==> src/design/assert_macros.svh <==
// ----------------------------------------------------------------------------
// Assertion macros
// Shared concurrent assertion forms used by the run queue RTL.
// ----------------------------------------------------------------------------
`ifndef ASSERT_MACROS_SVH
`define ASSERT_MACROS_SVH

// Property must hold at every clock edge outside reset.
`define ASSERT_ALWAYS(lbl, clk, rst_n, prop, msg) \
    lbl: assert property (@(posedge clk) disable iff (!rst_n) (prop)) else $error(msg);

// Consequent must hold in the same cycle as the antecedent.
`define ASSERT_IMPLY(lbl, clk, rst_n, ante, cons, msg) \
    lbl: assert property (@(posedge clk) disable iff (!rst_n) (ante) |-> (cons)) \
        else $error(msg);

// Consequent must hold in the cycle after the antecedent.
`define ASSERT_NEXT(lbl, clk, rst_n, ante, cons, msg) \
    lbl: assert property (@(posedge clk) disable iff (!rst_n) (ante) |=> (cons)) \
        else $error(msg);

`endif

==> src/design/prqps_pkg.sv <==
// ----------------------------------------------------------------------------
// Run queue package
// Types, codes and constants shared by the run queue modules.
// ----------------------------------------------------------------------------
package prqps_pkg;

    localparam int MAX_PROCS_DEF = 64;
    localparam int ID_W          = 6;
    localparam int PRI_W         = 2;
    localparam int TQ_W          = 6;
    localparam int STATUS_W      = 3;
    localparam int COUNT_W       = 7;
    localparam int LEVEL_W       = 5;

    localparam logic [TQ_W-1:0] TQ_RESET  = 6'd4;
    localparam logic [TQ_W-1:0] TQ_OFFSET = 6'd4;
    // Worse than any real priority, so the first entry compared always replaces it.
    localparam logic [PRI_W:0]  PRI_NONE  = 3'd4;

    typedef enum logic [2:0] {
        OP_PUSH   = 3'd0,
        OP_POP    = 3'd1,
        OP_UNLINK = 3'd2,
        OP_ROTATE = 3'd3,
        OP_TEST   = 3'd4,
        OP_SELECT = 3'd5,
        OP_CLEAR  = 3'd6,
        OP_STATUS = 3'd7
    } t_op;

    typedef enum logic [STATUS_W-1:0] {
        ST_OK     = 3'd0,
        ST_EMPTY  = 3'd1,
        ST_ABSENT = 3'd2,
        ST_FULL   = 3'd3,
        ST_DUP    = 3'd4
    } t_status;

    typedef struct packed {
        logic [ID_W-1:0]  id;
        logic [PRI_W-1:0] pri;
    } t_slot;

    // Control broadcast to every cell of the chain.
    typedef struct packed {
        logic load;   // write the pushed entry at the position
        logic shift;  // every cell takes its right neighbor
        logic keep;   // the front entry wraps to the position while shifting
    } t_cell_ctl;

    typedef struct packed {
        logic [STATUS_W-1:0] status;
        logic                found;
        logic [ID_W-1:0]     selected_id;
        logic                selected_valid;
        logic [ID_W-1:0]     front_id;
        logic                queue_empty;
        logic [COUNT_W-1:0]  entry_count;
        logic [LEVEL_W-1:0]  pushed_level;
    } t_rsp;

endpackage

==> src/design/prqps_req_if.sv <==
// ----------------------------------------------------------------------------
// Run queue request channel
// Valid/ready channel carrying one queue operation per beat.
// ----------------------------------------------------------------------------
interface prqps_req_if;
    logic       valid;
    logic       ready;
    logic [2:0] opcode;
    logic [5:0] proc_id;
    logic [1:0] entry_priority;

    modport source (output valid, output opcode, output proc_id, output entry_priority,
                    input ready);
    modport sink   (input valid, input opcode, input proc_id, input entry_priority,
                    output ready);
endinterface

==> src/design/prqps_rsp_if.sv <==
// ----------------------------------------------------------------------------
// Run queue response channel
// Valid/ready channel carrying one operation result per beat.
// ----------------------------------------------------------------------------
interface prqps_rsp_if;
    logic       valid;
    logic       ready;
    logic [2:0] status;
    logic       found;
    logic [5:0] selected_id;
    logic       selected_valid;
    logic [5:0] front_id;
    logic       queue_empty;
    logic [6:0] entry_count;
    logic [4:0] pushed_level;

    modport source (output valid, output status, output found, output selected_id,
                    output selected_valid, output front_id, output queue_empty,
                    output entry_count, output pushed_level, input ready);
    modport sink   (input valid, input status, input found, input selected_id,
                    input selected_valid, input front_id, input queue_empty,
                    input entry_count, input pushed_level, output ready);
endinterface

==> src/design/prqps_cfg_if.sv <==
// ----------------------------------------------------------------------------
// Run queue configuration channel
// Valid/ready write channel for the slice tick count register.
// ----------------------------------------------------------------------------
interface prqps_cfg_if;
    logic       valid;
    logic       ready;
    logic [5:0] slice_ticks;

    modport source (output valid, output slice_ticks, input ready);
    modport sink   (input valid, input slice_ticks, output ready);
endinterface

==> src/design/prqps_cell.sv <==
// ----------------------------------------------------------------------------
// Run queue cell
// One queue position: holds an id and its priority, loads a pushed entry,
// shifts from its right neighbor or takes the wrapped front entry.
// ----------------------------------------------------------------------------
module prqps_cell #(
    parameter int MAX_PROCS = prqps_pkg::MAX_PROCS_DEF,
    parameter int IDX       = 0
) (
    input  logic                               i_clk,
    input  prqps_pkg::t_cell_ctl               i_ctl,
    input  logic [$clog2(MAX_PROCS+1)-1:0]     i_pos,
    input  prqps_pkg::t_slot                   i_push,
    input  prqps_pkg::t_slot                   i_right,
    input  prqps_pkg::t_slot                   i_head,
    output prqps_pkg::t_slot                   o_slot
);
    import prqps_pkg::*;

    localparam int CW = $clog2(MAX_PROCS + 1);

    t_slot r_slot;
    logic  w_here;

    assign w_here = (i_pos == CW'(IDX));

    always_ff @(posedge i_clk) begin
        if (i_ctl.load && w_here) begin
            r_slot <= i_push;
        end else if (i_ctl.shift) begin
            r_slot <= (i_ctl.keep && w_here) ? i_head : i_right;
        end
    end

    assign o_slot = r_slot;

endmodule

==> src/design/process_ring_queue_priority_select.sv <==
// Push, pop, member test, clear and status finish without walking the ring.
// Unlink and select walk one full turn over the N entries, and rotate walks until the
// target sits at the front, where N is the entry count. The chain of cells moves the ring
// by one position per cycle. One operation is in flight at a time, so a new one is taken
// only once the last one's result is registered; a new one is taken while a result waits.
// Reset (synchronous, active low) empties the queue and sets the slice tick count to 4.
// ----------------------------------------------------------------------------
// Run queue with priority select
// Circular run queue of process ids kept in queue order in a chain of cells,
// with push, pop, unlink, rotate, member test, top priority select, clear and status.
// ----------------------------------------------------------------------------
`include "assert_macros.svh"

module process_ring_queue_priority_select #(
    parameter int MAX_PROCS = prqps_pkg::MAX_PROCS_DEF
) (
    input  logic        i_clk,
    input  logic        i_rst_n,
    prqps_req_if.sink   i_req,
    prqps_rsp_if.source o_rsp,
    prqps_cfg_if.sink   i_cfg
);
    import prqps_pkg::*;

    localparam int CW = $clog2(MAX_PROCS + 1);
    localparam int IW = (MAX_PROCS > 1) ? $clog2(MAX_PROCS) : 1;

    typedef enum logic [2:0] {
        S_IDLE = 3'b001,
        S_WALK = 3'b010,
        S_DONE = 3'b100
    } t_state;

    t_state                 r_state,    n_state;
    logic [CW-1:0]          r_count,    n_count;
    logic [MAX_PROCS-1:0]   r_member,   n_member;
    logic [TQ_W-1:0]        r_tq,       n_tq;
    t_op                    r_op,       n_op;
    logic [ID_W-1:0]        r_target,   n_target;
    logic [CW-1:0]          r_steps,    n_steps;
    t_status                r_status,   n_status;
    logic                   r_found,    n_found;
    logic [LEVEL_W-1:0]     r_level,    n_level;
    logic [ID_W-1:0]        r_best_id,  n_best_id;
    logic [PRI_W:0]         r_best_pri, n_best_pri;
    logic                   r_out_valid, n_out_valid;
    t_rsp                   r_out,      n_out;

    t_cell_ctl              w_ctl;
    logic [CW-1:0]          w_pos;
    t_slot                  w_push;
    t_slot                  w_slot [MAX_PROCS];
    t_slot                  w_head;
    t_op                    w_op;
    logic [IW-1:0]          w_req_idx;
    logic                   w_in_range;
    logic                   w_req_member;
    logic                   w_full;
    logic                   w_hit;
    logic [LEVEL_W-1:0]     w_level;
    logic                   w_sel_ok;
    logic                   w_walk;
    logic                   w_walk_fixed;
    logic                   w_count_ok;

    // ---------------- chain of cells ----------------
    for (genvar g = 0; g < MAX_PROCS; g++) begin : g_cell
        t_slot w_right;
        if (g < MAX_PROCS - 1) begin : g_mid
            assign w_right = w_slot[g+1];
        end else begin : g_last
            assign w_right = '0;
        end
        prqps_cell #(
            .MAX_PROCS (MAX_PROCS),
            .IDX       (g)
        ) u_cell (
            .i_clk   (i_clk),
            .i_ctl   (w_ctl),
            .i_pos   (w_pos),
            .i_push  (w_push),
            .i_right (w_right),
            .i_head  (w_head),
            .o_slot  (w_slot[g])
        );
    end

    assign w_head = w_slot[0];

    // ---------------- decode ----------------
    assign w_op         = t_op'(i_req.opcode);
    assign w_req_idx    = IW'(i_req.proc_id);
    assign w_in_range   = (32'(i_req.proc_id) < 32'(MAX_PROCS));
    assign w_req_member = w_in_range && r_member[w_req_idx];
    assign w_full       = (r_count >= CW'(MAX_PROCS));
    assign w_hit        = (w_head.id == r_target);
    assign w_level      = (r_tq >= TQ_OFFSET) ? LEVEL_W'((r_tq - TQ_OFFSET) >> 1) : '0;
    assign w_sel_ok     = (r_op == OP_SELECT) && (r_status == ST_OK);
    assign w_push.id    = i_req.proc_id;
    assign w_push.pri   = i_req.entry_priority;

    // No beat is taken while reset is held.
    assign i_req.ready  = (r_state == S_IDLE) && i_rst_n;
    assign i_cfg.ready  = i_rst_n;

    always_comb begin
        n_state     = r_state;
        n_count     = r_count;
        n_member    = r_member;
        n_tq        = r_tq;
        n_op        = r_op;
        n_target    = r_target;
        n_steps     = r_steps;
        n_status    = r_status;
        n_found     = r_found;
        n_level     = r_level;
        n_best_id   = r_best_id;
        n_best_pri  = r_best_pri;
        n_out_valid = r_out_valid;
        n_out       = r_out;
        w_ctl       = '0;
        w_pos       = r_count - CW'(1);

        if (r_out_valid && o_rsp.ready) begin
            n_out_valid = 1'b0;
        end
        if (i_cfg.valid) begin
            n_tq = i_cfg.slice_ticks;
        end

        unique case (r_state)
            S_IDLE: begin
                if (i_req.valid) begin
                    n_op     = w_op;
                    n_target = i_req.proc_id;
                    n_status = ST_OK;
                    n_found  = 1'b0;
                    n_level  = '0;
                    n_state  = S_DONE;
                    unique case (w_op)
                        OP_PUSH: begin
                            if (w_full || !w_in_range) begin
                                n_status = ST_FULL;
                            end else if (r_member[w_req_idx]) begin
                                n_status = ST_DUP;
                            end else begin
                                w_ctl.load            = 1'b1;
                                w_pos                 = r_count;
                                n_member[w_req_idx]   = 1'b1;
                                n_count               = r_count + CW'(1);
                                n_level               = w_level;
                            end
                        end
                        OP_POP: begin
                            if (r_count == '0) begin
                                n_status = ST_EMPTY;
                            end else begin
                                // Drop the front entry; everything moves one place on.
                                w_ctl.shift              = 1'b1;
                                n_member[IW'(w_head.id)] = 1'b0;
                                n_count                  = r_count - CW'(1);
                            end
                        end
                        OP_UNLINK: begin
                            if (!w_req_member) begin
                                n_status = ST_ABSENT;
                            end else begin
                                n_member[w_req_idx] = 1'b0;
                                n_steps             = r_count;
                                n_state             = S_WALK;
                            end
                        end
                        OP_ROTATE: begin
                            if (!w_req_member) begin
                                n_status = ST_ABSENT;
                            end else begin
                                n_state = S_WALK;
                            end
                        end
                        OP_TEST: begin
                            n_found = w_req_member;
                        end
                        OP_SELECT: begin
                            if (r_count == '0) begin
                                n_status = ST_EMPTY;
                            end else begin
                                n_best_pri = PRI_NONE;
                                n_best_id  = w_head.id;
                                n_steps    = r_count;
                                n_state    = S_WALK;
                            end
                        end
                        OP_CLEAR: begin
                            n_member = '0;
                            n_count  = '0;
                        end
                        OP_STATUS: begin
                        end
                    endcase
                end
            end
            S_WALK: begin
                if (r_op == OP_ROTATE) begin
                    // Spin the ring until the target sits at the front.
                    if (w_hit) begin
                        n_state = S_DONE;
                    end else begin
                        w_ctl.shift = 1'b1;
                        w_ctl.keep  = 1'b1;
                    end
                end else begin
                    // One full turn of the ring: each entry passes the front once.
                    w_ctl.shift = 1'b1;
                    w_ctl.keep  = !((r_op == OP_UNLINK) && w_hit);
                    if ((r_op == OP_UNLINK) && w_hit) begin
                        n_count = r_count - CW'(1);
                    end
                    if ((r_op == OP_SELECT) && ({1'b0, w_head.pri} < r_best_pri)) begin
                        n_best_pri = {1'b0, w_head.pri};
                        n_best_id  = w_head.id;
                    end
                    n_steps = r_steps - CW'(1);
                    if (r_steps == CW'(1)) begin
                        n_state = S_DONE;
                    end
                end
            end
            S_DONE: begin
                if (!r_out_valid || o_rsp.ready) begin
                    n_out_valid          = 1'b1;
                    n_out.status         = r_status;
                    n_out.found          = r_found;
                    n_out.selected_id    = w_sel_ok ? r_best_id : '0;
                    n_out.selected_valid = w_sel_ok;
                    n_out.front_id       = (r_count != '0) ? w_head.id : '0;
                    n_out.queue_empty    = (r_count == '0);
                    n_out.entry_count    = COUNT_W'(r_count);
                    n_out.pushed_level   = r_level;
                    n_state              = S_IDLE;
                end
            end
            default: begin
                n_state = S_IDLE;
            end
        endcase
    end

    always_ff @(posedge i_clk) begin
        if (!i_rst_n) begin
            r_state     <= S_IDLE;
            r_count     <= '0;
            r_member    <= '0;
            r_tq        <= TQ_RESET;
            r_out_valid <= 1'b0;
        end else begin
            r_state     <= n_state;
            r_count     <= n_count;
            r_member    <= n_member;
            r_tq        <= n_tq;
            r_out_valid <= n_out_valid;
        end
    end

    always_ff @(posedge i_clk) begin
        r_op       <= n_op;
        r_target   <= n_target;
        r_steps    <= n_steps;
        r_status   <= n_status;
        r_found    <= n_found;
        r_level    <= n_level;
        r_best_id  <= n_best_id;
        r_best_pri <= n_best_pri;
        r_out      <= n_out;
    end

    assign o_rsp.valid          = r_out_valid;
    assign o_rsp.status         = r_out.status;
    assign o_rsp.found          = r_out.found;
    assign o_rsp.selected_id    = r_out.selected_id;
    assign o_rsp.selected_valid = r_out.selected_valid;
    assign o_rsp.front_id       = r_out.front_id;
    assign o_rsp.queue_empty    = r_out.queue_empty;
    assign o_rsp.entry_count    = r_out.entry_count;
    assign o_rsp.pushed_level   = r_out.pushed_level;

    // ---------------- assertions ----------------
    assign w_walk       = (r_state == S_WALK);
    assign w_walk_fixed = w_walk && (r_op != OP_UNLINK);
    assign w_count_ok   = ($countones(r_member) == int'(r_count));

    `ASSERT_ALWAYS(a_count_bound, i_clk, i_rst_n, r_count <= CW'(MAX_PROCS), "count above capacity")
    `ASSERT_IMPLY(a_member_count, i_clk, i_rst_n, !w_walk, w_count_ok, "member flags off count")
    `ASSERT_NEXT(a_walk_keeps_count, i_clk, i_rst_n, w_walk_fixed, $stable(r_count), "walk moved count")

endmodule
==> src/flat_wrapper.sv <==
// flat-port wrapper written by rule: the top's interface ports become plain ports
module process_ring_queue_priority_select_flat import prqps_pkg::*;
#(
    parameter int MAX_PROCS = prqps_pkg::MAX_PROCS_DEF
)
  (i_clk, i_rst_n, i_req_valid, i_req_opcode, i_req_proc_id, i_req_entry_priority, i_req_ready, o_rsp_valid, o_rsp_status, o_rsp_found, o_rsp_selected_id, o_rsp_selected_valid, o_rsp_front_id, o_rsp_queue_empty, o_rsp_entry_count, o_rsp_pushed_level, o_rsp_ready, i_cfg_valid, i_cfg_slice_ticks, i_cfg_ready);
  prqps_req_if i_req_i ();
  prqps_rsp_if o_rsp_i ();
  prqps_cfg_if i_cfg_i ();
  input  logic i_clk;
  input  logic i_rst_n;
  input wire logic [$bits(i_req_i.valid)-1:0] i_req_valid;
  input wire logic [$bits(i_req_i.opcode)-1:0] i_req_opcode;
  input wire logic [$bits(i_req_i.proc_id)-1:0] i_req_proc_id;
  input wire logic [$bits(i_req_i.entry_priority)-1:0] i_req_entry_priority;
  output wire logic [$bits(i_req_i.ready)-1:0] i_req_ready;
  output wire logic [$bits(o_rsp_i.valid)-1:0] o_rsp_valid;
  output wire logic [$bits(o_rsp_i.status)-1:0] o_rsp_status;
  output wire logic [$bits(o_rsp_i.found)-1:0] o_rsp_found;
  output wire logic [$bits(o_rsp_i.selected_id)-1:0] o_rsp_selected_id;
  output wire logic [$bits(o_rsp_i.selected_valid)-1:0] o_rsp_selected_valid;
  output wire logic [$bits(o_rsp_i.front_id)-1:0] o_rsp_front_id;
  output wire logic [$bits(o_rsp_i.queue_empty)-1:0] o_rsp_queue_empty;
  output wire logic [$bits(o_rsp_i.entry_count)-1:0] o_rsp_entry_count;
  output wire logic [$bits(o_rsp_i.pushed_level)-1:0] o_rsp_pushed_level;
  input wire logic [$bits(o_rsp_i.ready)-1:0] o_rsp_ready;
  input wire logic [$bits(i_cfg_i.valid)-1:0] i_cfg_valid;
  input wire logic [$bits(i_cfg_i.slice_ticks)-1:0] i_cfg_slice_ticks;
  output wire logic [$bits(i_cfg_i.ready)-1:0] i_cfg_ready;
  assign i_req_i.valid = i_req_valid;
  assign i_req_i.opcode = i_req_opcode;
  assign i_req_i.proc_id = i_req_proc_id;
  assign i_req_i.entry_priority = i_req_entry_priority;
  assign i_req_ready = i_req_i.ready;
  assign o_rsp_valid = o_rsp_i.valid;
  assign o_rsp_status = o_rsp_i.status;
  assign o_rsp_found = o_rsp_i.found;
  assign o_rsp_selected_id = o_rsp_i.selected_id;
  assign o_rsp_selected_valid = o_rsp_i.selected_valid;
  assign o_rsp_front_id = o_rsp_i.front_id;
  assign o_rsp_queue_empty = o_rsp_i.queue_empty;
  assign o_rsp_entry_count = o_rsp_i.entry_count;
  assign o_rsp_pushed_level = o_rsp_i.pushed_level;
  assign o_rsp_i.ready = o_rsp_ready;
  assign i_cfg_i.valid = i_cfg_valid;
  assign i_cfg_i.slice_ticks = i_cfg_slice_ticks;
  assign i_cfg_ready = i_cfg_i.ready;
  process_ring_queue_priority_select #(.MAX_PROCS(MAX_PROCS)) u_core (.i_clk(i_clk), .i_rst_n(i_rst_n), .i_req(i_req_i), .o_rsp(o_rsp_i), .i_cfg(i_cfg_i));
endmodule
==> config.mk <==
export PLATFORM = sky130hd
export DESIGN_NAME = process_ring_queue_priority_select_flat
export DESIGN_NICKNAME = d
export VERILOG_FILES = /design/src/design/prqps_pkg.sv /design/src/design/prqps_req_if.sv /design/src/design/prqps_rsp_if.sv /design/src/design/prqps_cfg_if.sv /design/src/design/prqps_cell.sv /design/src/design/process_ring_queue_priority_select.sv /design/src/flat_wrapper.sv
export VERILOG_INCLUDE_DIRS = /design/src /design/src/design
export SDC_FILE = /design/constraint.sdc
export NUM_CORES = 2
export LEC_CHECK = 0
export ABC_AREA = 1
export BUFFER_PORTS_ARGS = -buffer_cell sky130_fd_sc_hd__buf_2
export CAP_MARGIN = 40
export CORE_MARGIN = 1.5
export CORE_UTILIZATION = 65
export CTS_CLUSTER_SIZE = 16
export DETAILED_ROUTE_END_ITERATION = 7
export PLACE_DENSITY = 0.81
export SETUP_SLACK_MARGIN = 0.02
export SLEW_MARGIN = 20
export SYNTH_ARGS = -nofsm -noshare
export SYNTH_HDL_FRONTEND = slang
export SYNTH_SLANG_ARGS = --single-unit
==> constraint.sdc <==
create_clock -name i_clk -period 4.5 [get_ports i_clk]
set_input_delay 0.9 -clock i_clk [delete_from_list [all_inputs] [get_ports i_clk]]
set_output_delay 0.9 -clock i_clk [all_outputs]
set_load 0.005 [all_outputs]
# ---- Yosys cells after proc, flatten, opt, wreduce, memory -nomap -nowiden
# Cells that the tools add are included.
dict set report classes {
  n_addsub 4
  multipliers 0
  div_mod_pow 0
  magnitude_cmp 7
  eq_ne 98
  shift 0
  mux 262
  n_bitwise 7
  n_reduce_logical 220
}
# operator n
set ops {}
lappend ops {{8-bit two-way mux} 192}
lappend ops {{64-bit two-way mux} 4}
lappend ops {{64-bit one-hot mux with 4 select lines} 1}
lappend ops {{7-bit by 6-bit equality test with 1-bit output (second input constant)} 32}
lappend ops {{1-bit logical AND} 135}
lappend ops {{2-bit nonzero test} 65}
lappend ops {{64-bit bitwise AND} 2}
lappend ops {{64-bit inverter} 2}
lappend ops {{7-bit by 5-bit equality test with 1-bit output (second input constant)} 16}
lappend ops {{7-bit two-way mux} 15}
lappend ops {{64-bit bitwise OR} 1}
lappend ops {{7-bit by 4-bit equality test with 1-bit output (second input constant)} 8}
lappend ops {{3-bit two-way mux} 14}
lappend ops {{7-bit one-hot mux with 2 select lines} 3}
lappend ops {{6-bit two-way mux} 5}
lappend ops {{7-bit by 3-bit equality test with 1-bit output (second input constant)} 4}
lappend ops {{7-bit one-hot mux with 3 select lines} 1}
lappend ops {{2-bit inequality test (second input constant)} 10}
lappend ops {{3-bit inequality test (second input constant)} 6}
lappend ops {{3-bit one-hot mux with 3 select lines} 2}
lappend ops {{3-bit by 2-bit equality test with 1-bit output (second input constant)} 5}
lappend ops {{3-bit equality test (second input constant)} 5}
lappend ops {{7-bit by 1-bit equality test with 1-bit output (second input constant)} 2}
lappend ops {{7-bit by 2-bit equality test with 1-bit output (second input constant)} 2}
lappend ops {{other kinds (34)} 66}
dict set report totals {
  regBits 657
  latch_bits 0
  mem_bits_rw 0
  rom_bits 0
  wordCells 747
  memories 0
}

# ---- Logic depth before layout (Yosys ltp)
dict set report logic_depth {
  depth_word 12
  mapped_depth 20
  ltp_nobuf 16
}

# ---- Hierarchy
# Synthesis repeated with hierarchy kept, for this count alone.
dict set report unflattened {
  hier_cells 6465
  hier_area_um2 47653.2
}
# module n_inst cells_per_inst area_each_um2 seq_area_each_um2
set by_module_without_submodules {}
lappend by_module_without_submodules {process_ring_queue_priority_select 1 1426 9290.2 3543.4}
lappend by_module_without_submodules {{prqps_cell at u_core.g_cell[21].u_cell ...} 8 79 613.1 240.2}
lappend by_module_without_submodules {{prqps_cell at u_core.g_cell[17].u_cell ...} 8 78 609.3 240.2}
lappend by_module_without_submodules {{prqps_cell at u_core.g_cell[15].u_cell ...} 5 76 601.8 240.2}
lappend by_module_without_submodules {{prqps_cell at u_core.g_cell[10].u_cell ...} 5 75 525.5 240.2}
lappend by_module_without_submodules {{prqps_cell at u_core.g_cell[20].u_cell ...} 4 81 629.4 240.2}
lappend by_module_without_submodules {{prqps_cell at u_core.g_cell[53].u_cell ...} 4 76 599.3 240.2}
lappend by_module_without_submodules {{prqps_cell at u_core.g_cell[55].u_cell ...} 4 75 598.1 240.2}
lappend by_module_without_submodules {{prqps_cell at u_core.g_cell[13].u_cell ...} 3 85 609.3 240.2}
lappend by_module_without_submodules {{prqps_cell at u_core.g_cell[52].u_cell ...} 2 80 625.6 240.2}
lappend by_module_without_submodules {{prqps_cell at u_core.g_cell[19].u_cell ...} 2 82 613.1 240.2}
lappend by_module_without_submodules {{prqps_cell at u_core.g_cell[1].u_cell ...} 2 84 610.6 240.2}
lappend by_module_without_submodules {{prqps_cell at u_core.g_cell[28].u_cell ...} 2 81 609.3 240.2}
lappend by_module_without_submodules {{prqps_cell at u_core.g_cell[4].u_cell ...} 2 85 606.8 240.2}
lappend by_module_without_submodules {{9 more rows} - - - -}

# ---- Least setup slack after synthesis
# No wires, ideal clock.
dict set report synth_timing {
  path_type {in2reg}
  from {input i_req_proc_id[0]}
  to {register u_core.g_cell[0].u_cell.r_slot, in the netlist u_core.g_cell[0].u_cell.o_slot[0], enable pin}
  setup_time_ns 0.384
  arrival_ns 3.284
  required_time_ns 4.116
  path_slack_ns 0.832
  cell_stages 16
  path_buffers 4
  cell_sequence {buf_4 buf_6 o211ai_1 nand2_1 o21ai_1 nand2_1 nor2_2 nand3_2 buf_6 nand2_1 nand2_1 nand2_2 nor2_4 buf_4 and3_1 o21ai_0}
}
dict set report synth_between {
  elab_chain_cells 11
  word_cells_on_any_way 18
}
# element line
set synth_lines {}
lappend synth_lines {{start: declaration} flat_wrapper.sv:14} ;# input wire logic [$bits(i_req_i.proc_id)-1:0] i_req_proc_id;
lappend synth_lines {{1-bit binary-select mux with 6-bit select (*)} process_ring_queue_priority_select.sv:144} ;# end else if (r_member[w_req_idx]) begin
lappend synth_lines {{1-bit two-way mux (implied by the code) (*)} process_ring_queue_priority_select.sv:144}
lappend synth_lines {{7-bit two-way mux} process_ring_queue_priority_select.sv:144}
lappend synth_lines {{7-bit two-way mux} process_ring_queue_priority_select.sv:142} ;# if (w_full || !w_in_range) begin
lappend synth_lines {{7-bit two-way mux} process_ring_queue_priority_select.sv:140} ;# unique case (w_op)
lappend synth_lines {{7-bit two-way mux} process_ring_queue_priority_select.sv:133} ;# if (i_req.valid) begin
lappend synth_lines {{7-bit two-way mux} process_ring_queue_priority_select.sv:131} ;# unique case (r_state)
lappend synth_lines {{7-bit logical NOT} prqps_cell.sv:25} ;# assign w_here = (i_pos == CW'(IDX));
lappend synth_lines {{1-bit logical AND, on equally long branches} {prqps_cell.sv:28, prqps_cell.sv:31}}
lappend synth_lines {{2-bit inequality test (no line) / 2-bit nonzero test (equally long branches)} -}
lappend synth_lines {{2-bit AND reduction (no line) (*)} -}
lappend synth_lines {{end signal: assignment} prqps_cell.sv:29} ;# r_slot <= i_push;
lappend synth_lines {{end signal: assignment} prqps_cell.sv:31} ;# r_slot <= (i_ctl.keep && w_here) ? i_head : i_right;
lappend synth_lines {{end: declaration} prqps_cell.sv:22} ;# t_slot r_slot;
# Mark *: on every way between the ends. The rest lies on a longest branch, timed or not. The select of a mux whose other input is x is not followed.
# A chain may end at the register's enable or synchronous reset.

# ---- Final worst setup path
dict set report layout_timing {
  from {input i_req_proc_id[0]}
  to {register u_core.g_cell[42].u_cell.r_slot, in the netlist u_core.g_cell[42].u_cell.o_slot[7], enable pin}
}
dict set report layout_between {
  elab_chain_cells 10
  word_cells_on_any_way 15
}
# element line
set layout_lines {}
lappend layout_lines {{1-bit binary-select mux with 6-bit select (*)} process_ring_queue_priority_select.sv:144}
lappend layout_lines {{1-bit two-way mux (implied by the code) (*)} process_ring_queue_priority_select.sv:144}
lappend layout_lines {{7-bit two-way mux} process_ring_queue_priority_select.sv:144}
lappend layout_lines {{7-bit two-way mux} process_ring_queue_priority_select.sv:142}
lappend layout_lines {{7-bit two-way mux} process_ring_queue_priority_select.sv:140}
lappend layout_lines {{7-bit two-way mux} process_ring_queue_priority_select.sv:133}
lappend layout_lines {{7-bit two-way mux} process_ring_queue_priority_select.sv:131}
lappend layout_lines {{7-bit by 6-bit equality test with 1-bit output} prqps_cell.sv:25}
lappend layout_lines {{1-bit logical AND (*)} prqps_cell.sv:28} ;# if (i_ctl.load && w_here) begin
lappend layout_lines {{2-bit nonzero test (no line) (*)} -}
lappend layout_lines {{end signal: assignment} prqps_cell.sv:29}
lappend layout_lines {{end signal: assignment} prqps_cell.sv:31}
lappend layout_lines {{end: declaration} prqps_cell.sv:22}
# Marked as above.

==> results by group <==
Final layout
  – Share of cells above drive strength 1: 10.5%
  – Core Util, Final: 70.6%
  – Layout fillers: around 4800
  – Syn-to-layout area delta: 7.70%
  – FF+latch area: approximately 19000 um2
  – Final #Nets: between 5000 and 6000
  – Multi-input logic area: about 18000 um2
  – Diode count: 0

CTS
  – CTS Buffer Depth: 3
  – Num CTS Buffers: ~70
  – Post-CTS Setup Repair Bufs: 0
  – CTS Sinks: 657
  – Root Buffer: clkbuf_16
  – CTS H-Tree Depth: 3
  – Clock latency on the worst-skew pair: approximately 0.63 ns
  – Clk pin slew, worst setup/hold paths: about 0.060 ns
  – Post-CTS sizing: 0
  – Hold_buf cts: 0
  – TritonCTS clock tree: done

STA
  – Worst Max-Slew Pin Slew: 0.924 ns
  – Max-slew violation count: 0
  – WHS: 0.418 ns
  – Max frequency: 0.247 GHz
  – Tcrit/Tclk final: about 90%
  – Final Hold Vio Count: 0
  – Final setup violation count: 0
  – Final Skew: 0.0227 ns
  – Min cycle time layout: between 4 and 5 ns
  – RSZ-0062 raised after global routing: no
  – Setup TNS: 0 ns
  – Headroom to the max-slew limit: 38.4%

Global routing
  – Largest net degree at the start of global routing: 145
  – Global Route Usage Sum: 38.2%
  – Vias in the first global route: 35000
  – Grt total ovfl: 0
  – First-pass GRT wire length: 193 mm
  – Initial antenna violation count: 0

Setup path
  – WP depth: 15
  – Cell mode on critical path: nand2_1
  – Crit path buf inv count: 3
  – Flop-to-flop setup slack: 0.81 ns
  – Crit start category: input port
  – Critical-path cell list: buf_4, inv_2, nand2_1, nand3_1, nand2_1, o21ai_1, nand2_1, nor2_2, nand3_2, nand2_2, nand3_4, nor2_4, buf_12, nand3_2, nand2_1
  – Kind of end point of the critical path: flop
  – Setup CP Type: input port to flop
  – Worst r2r src: u_core.r_member[56]
  – Crit Reg-Reg Endpoint: u_core.g_cell[42].u_cell.o_slot[7]
  – Crit path DAT: 4.32 ns
  – CP max stage delay: roughly 0.51 ns
  – CP required: 4.78 ns
  – Slowest CP cell: nor2_2
  – CP max FO: 72
  – FF-to-FF path depth: 14
  – Delay-heaviest family, CP: simple AND/OR/NAND/NOR gates

Floorplanning
  – Die width: 255 um
  – Die ar.: 65100 um2
  – Core footprint: between 60000 and 70000 um2
  – # rows: 92
  – Chip height: between 200 and 300 um
  – Starting Density: 65.6%
  – I/O pin count: 55

Synthesis
  – Register bit count reported by yosys: 657
  – Mapped Nets: 5319
  – Synth warn: 0
  – Synth cell types: 48
  – Seq/Total Area, Yosys: between 40% and 50%
  – Post-synth top area share: 41.9%
  – Synthesized area per cell: 7.81 um2
  – Number of synthesized flops with an enable pin: about 580
  – Post-Synthesis Cell Area: between 40000 and 50000 um2
  – Prevailing post-synth register cell: edfxtp_1
  – Post-Synthesis Cells: around 5300
  – Ranking of synthesized cells by area: edfxtp_1, nand2_1, nand4_1, nand3_1, inv_1
  – Cell taking the most area after synthesis: edfxtp_1
  – Async set-reset flop share out of synthesis: 0%

Power and ir drop
  – LEAKAGE: 19.7 nW
  – Pwr dens: 357 nW/um2
  – Worst VDD drop: 0.314 mV

Drt
  – DR pass1 iterations: 7
  – Post-DR wirelength/cell: 20.7 um
  – First-iteration detailed-routing DRC count: roughly 6100
  – Final wirelength: 126 mm
  – Antenna-violating nets left: 0
  – Vias/cell: 6.32
  – Via count: between 30000 and 40000
  – DRC: 0

Hold path
  – Hold EP: u_core.o_rsp.pushed_level[4]
  – Worst Min Path Start: u_core.r_level[4]
  – Hold Crit Depth: 0
  – Hold crit path type: flop to flop

Place
  – IO Port Bufs: 54
  – GP Congestion: 1.05
  – Hpwl dp: 76.4 mm

Flow run
  – MaxCap Viol Count: 0

Run status
  – Status: complete, no violations
==> worst register-to-register path, stage by stage (launching register included) <==
cell and delay [ns]:
dfxtp_1 0.31, inv_1 0.12, nand2_1 0.06, nand3_1 0.07, nand2_1 0.05, o21ai_1 0.14
nand2_1 0.08, nor2_2 0.52, nand3_2 0.39, nand2_2 0.23, nand3_4 0.13, nor2_4 0.23
buf_12 0.32, nand3_2 0.31, nand2_1 0.38
==> Yosys cell counts, types with 6 or more instances <==
library cell  count
nor3_2            8
nand3_4          61
nand3_2          68
buf_2            54
o22ai_1          65
nor2_1          114
clkbuf_1        208
dfxtp_1          81
nand4_1         555
xor2_1           11
buf_6            25
inv_1           659
o21ai_0         160
nand2_2          12
a21oi_1         100
nor3_1           27
o21ai_1          14
edfxtp_1        576
buf_1            14
inv_2            55
clkinv_1          7
nor2_4           18
o211ai_1          6
nand3_1         554
nand2_1        1716
ha_1              7
buf_4            76
==> metal layers <==
| metal | vias up | wire length, um | share of wire, % | track usage, % |
|---|---|---|---|---|
| met5 | - | 0 | 0 | 0 |
| met4 | 0 | 6850 | 5.4 | 19.0 |
| met3 | 607 | 17700 | 14 | 9.06 |
| met2 | 2863 | 55700 | 44 | 57.6 |
| met1 | 17400 | 45700 | 36 | 51.8 |
| li1 | 17700 | - | - | - |
==> placed cells by master (no fill, tap or decap), types with 5 or more instances in the layout <==
cell type	n
o21ai_1	14
inv_6	5
nand2_2	13
o21ai_0	160
nand3_2	68
nor3_2	8
buf_4	131
nand2_1	1715
nor3_1	27
nor2_2	5
nand4_1	555
inv_2	52
nand3_4	61
nor2_4	22
dfxtp_1	81
nor4_1	5
clkinvlp_4	5
ha_1	7
buf_12	23
a21oi_1	100
o22ai_1	65
clkinv_1	20
inv_1	653
clkbuf_1	15
nor2_1	109
xor2_1	11
o211ai_1	6
clkinv_2	17
buf_16	6
buf_2	46
clkbuf_16	73
nand3_1	554
edfxtp_1	576
==> per-stage QoR <==
stage | setup slack, ns | cell area, um2 | std cells | total power [mW]
after CTS | 0.646 | 44500 | 6091 | 15.8
after floorplan | 0.832 | 41300 | 5290 | 9.44
after global placement | 0.134 | 42000 | 5954 | 10.0
after detailed placement | 0.00637 | 42200 | 5963 | 10.1
after global routing | 0.237 | 44500 | 6092 | 16.3
final | 0.456 | 44500 | 6092 | 15.9
==> cells by family (layout without fill, tap and decap cells) <==
logic type      Yosys count  after routing  share of synthesized area (%)
compound gates          361            361                           4.73
fa+ha+maj                 7              7                          0.212
flops                   657            657                           45.8
simple gates           3152           3152                           37.6
xor+xnor                 13             13                          0.276
buf+inv                1100           1056                           11.4
==> state kept, by name, summed over array words and instances, names as in the netlist, 3 cells and up <==
name                         flops
u_core.g_cell.u_cell.o_slot    512
u_core.o_rsp.entry_count         7
u_core.o_rsp.front_id            6
u_core.o_rsp.pushed_level        5
u_core.o_rsp.selected_id         6
u_core.o_rsp.status              3
u_core.r_best_id                 6
u_core.r_best_pri                3
u_core.r_count                   7
u_core.r_level                   5
u_core.r_member                 64
u_core.r_op                      3
u_core.r_state                   3
u_core.r_status                  3
u_core.r_steps                   7
u_core.r_target                  6
u_core.r_tq                      6
==> area by class of cell <==
type | count | share of cell area (%)
tap | 846 | 2.38
sequential | 657 | 42.5
clock buffer | 89 | 4.26
clock inverter | 39 | 0.723
inverter | 721 | 6.12
multi-input combinational | 3533 | 39.8
timing repair buffer | 207 | 4.14
==> worst max path at each step <==
| stage | from | to | slack, ns |
|---|---|---|---|
| 2_1_floorplan | i_req_proc_id[0] | u_core.g_cell[0].u_cell.o_slot[0] | 0.83 |
| 3_3_place_gp | i_req_proc_id[0] | u_core.g_cell[42].u_cell.o_slot[6] | 0.13 |
| 3_5_place_dp | i_req_proc_id[0] | u_core.g_cell[42].u_cell.o_slot[6] | 0.006 |
| 4_1_cts | i_req_proc_id[0] | u_core.g_cell[42].u_cell.o_slot[6] | 0.65 |
| 5_1_grt | i_req_proc_id[0] | u_core.g_cell[42].u_cell.o_slot[7] | 0.24 |
| 6_report | i_req_proc_id[0] | u_core.g_cell[42].u_cell.o_slot[7] | 0.46 |
==> power breakdown <==
part	internal [mW]	leakage [nW]	switching, mW
clock network	3.23	1.07	2.51
logic	0.718	12.7	2.43
registers	6.87	5.88	0.110
Power figures use the tool's default switching activity.
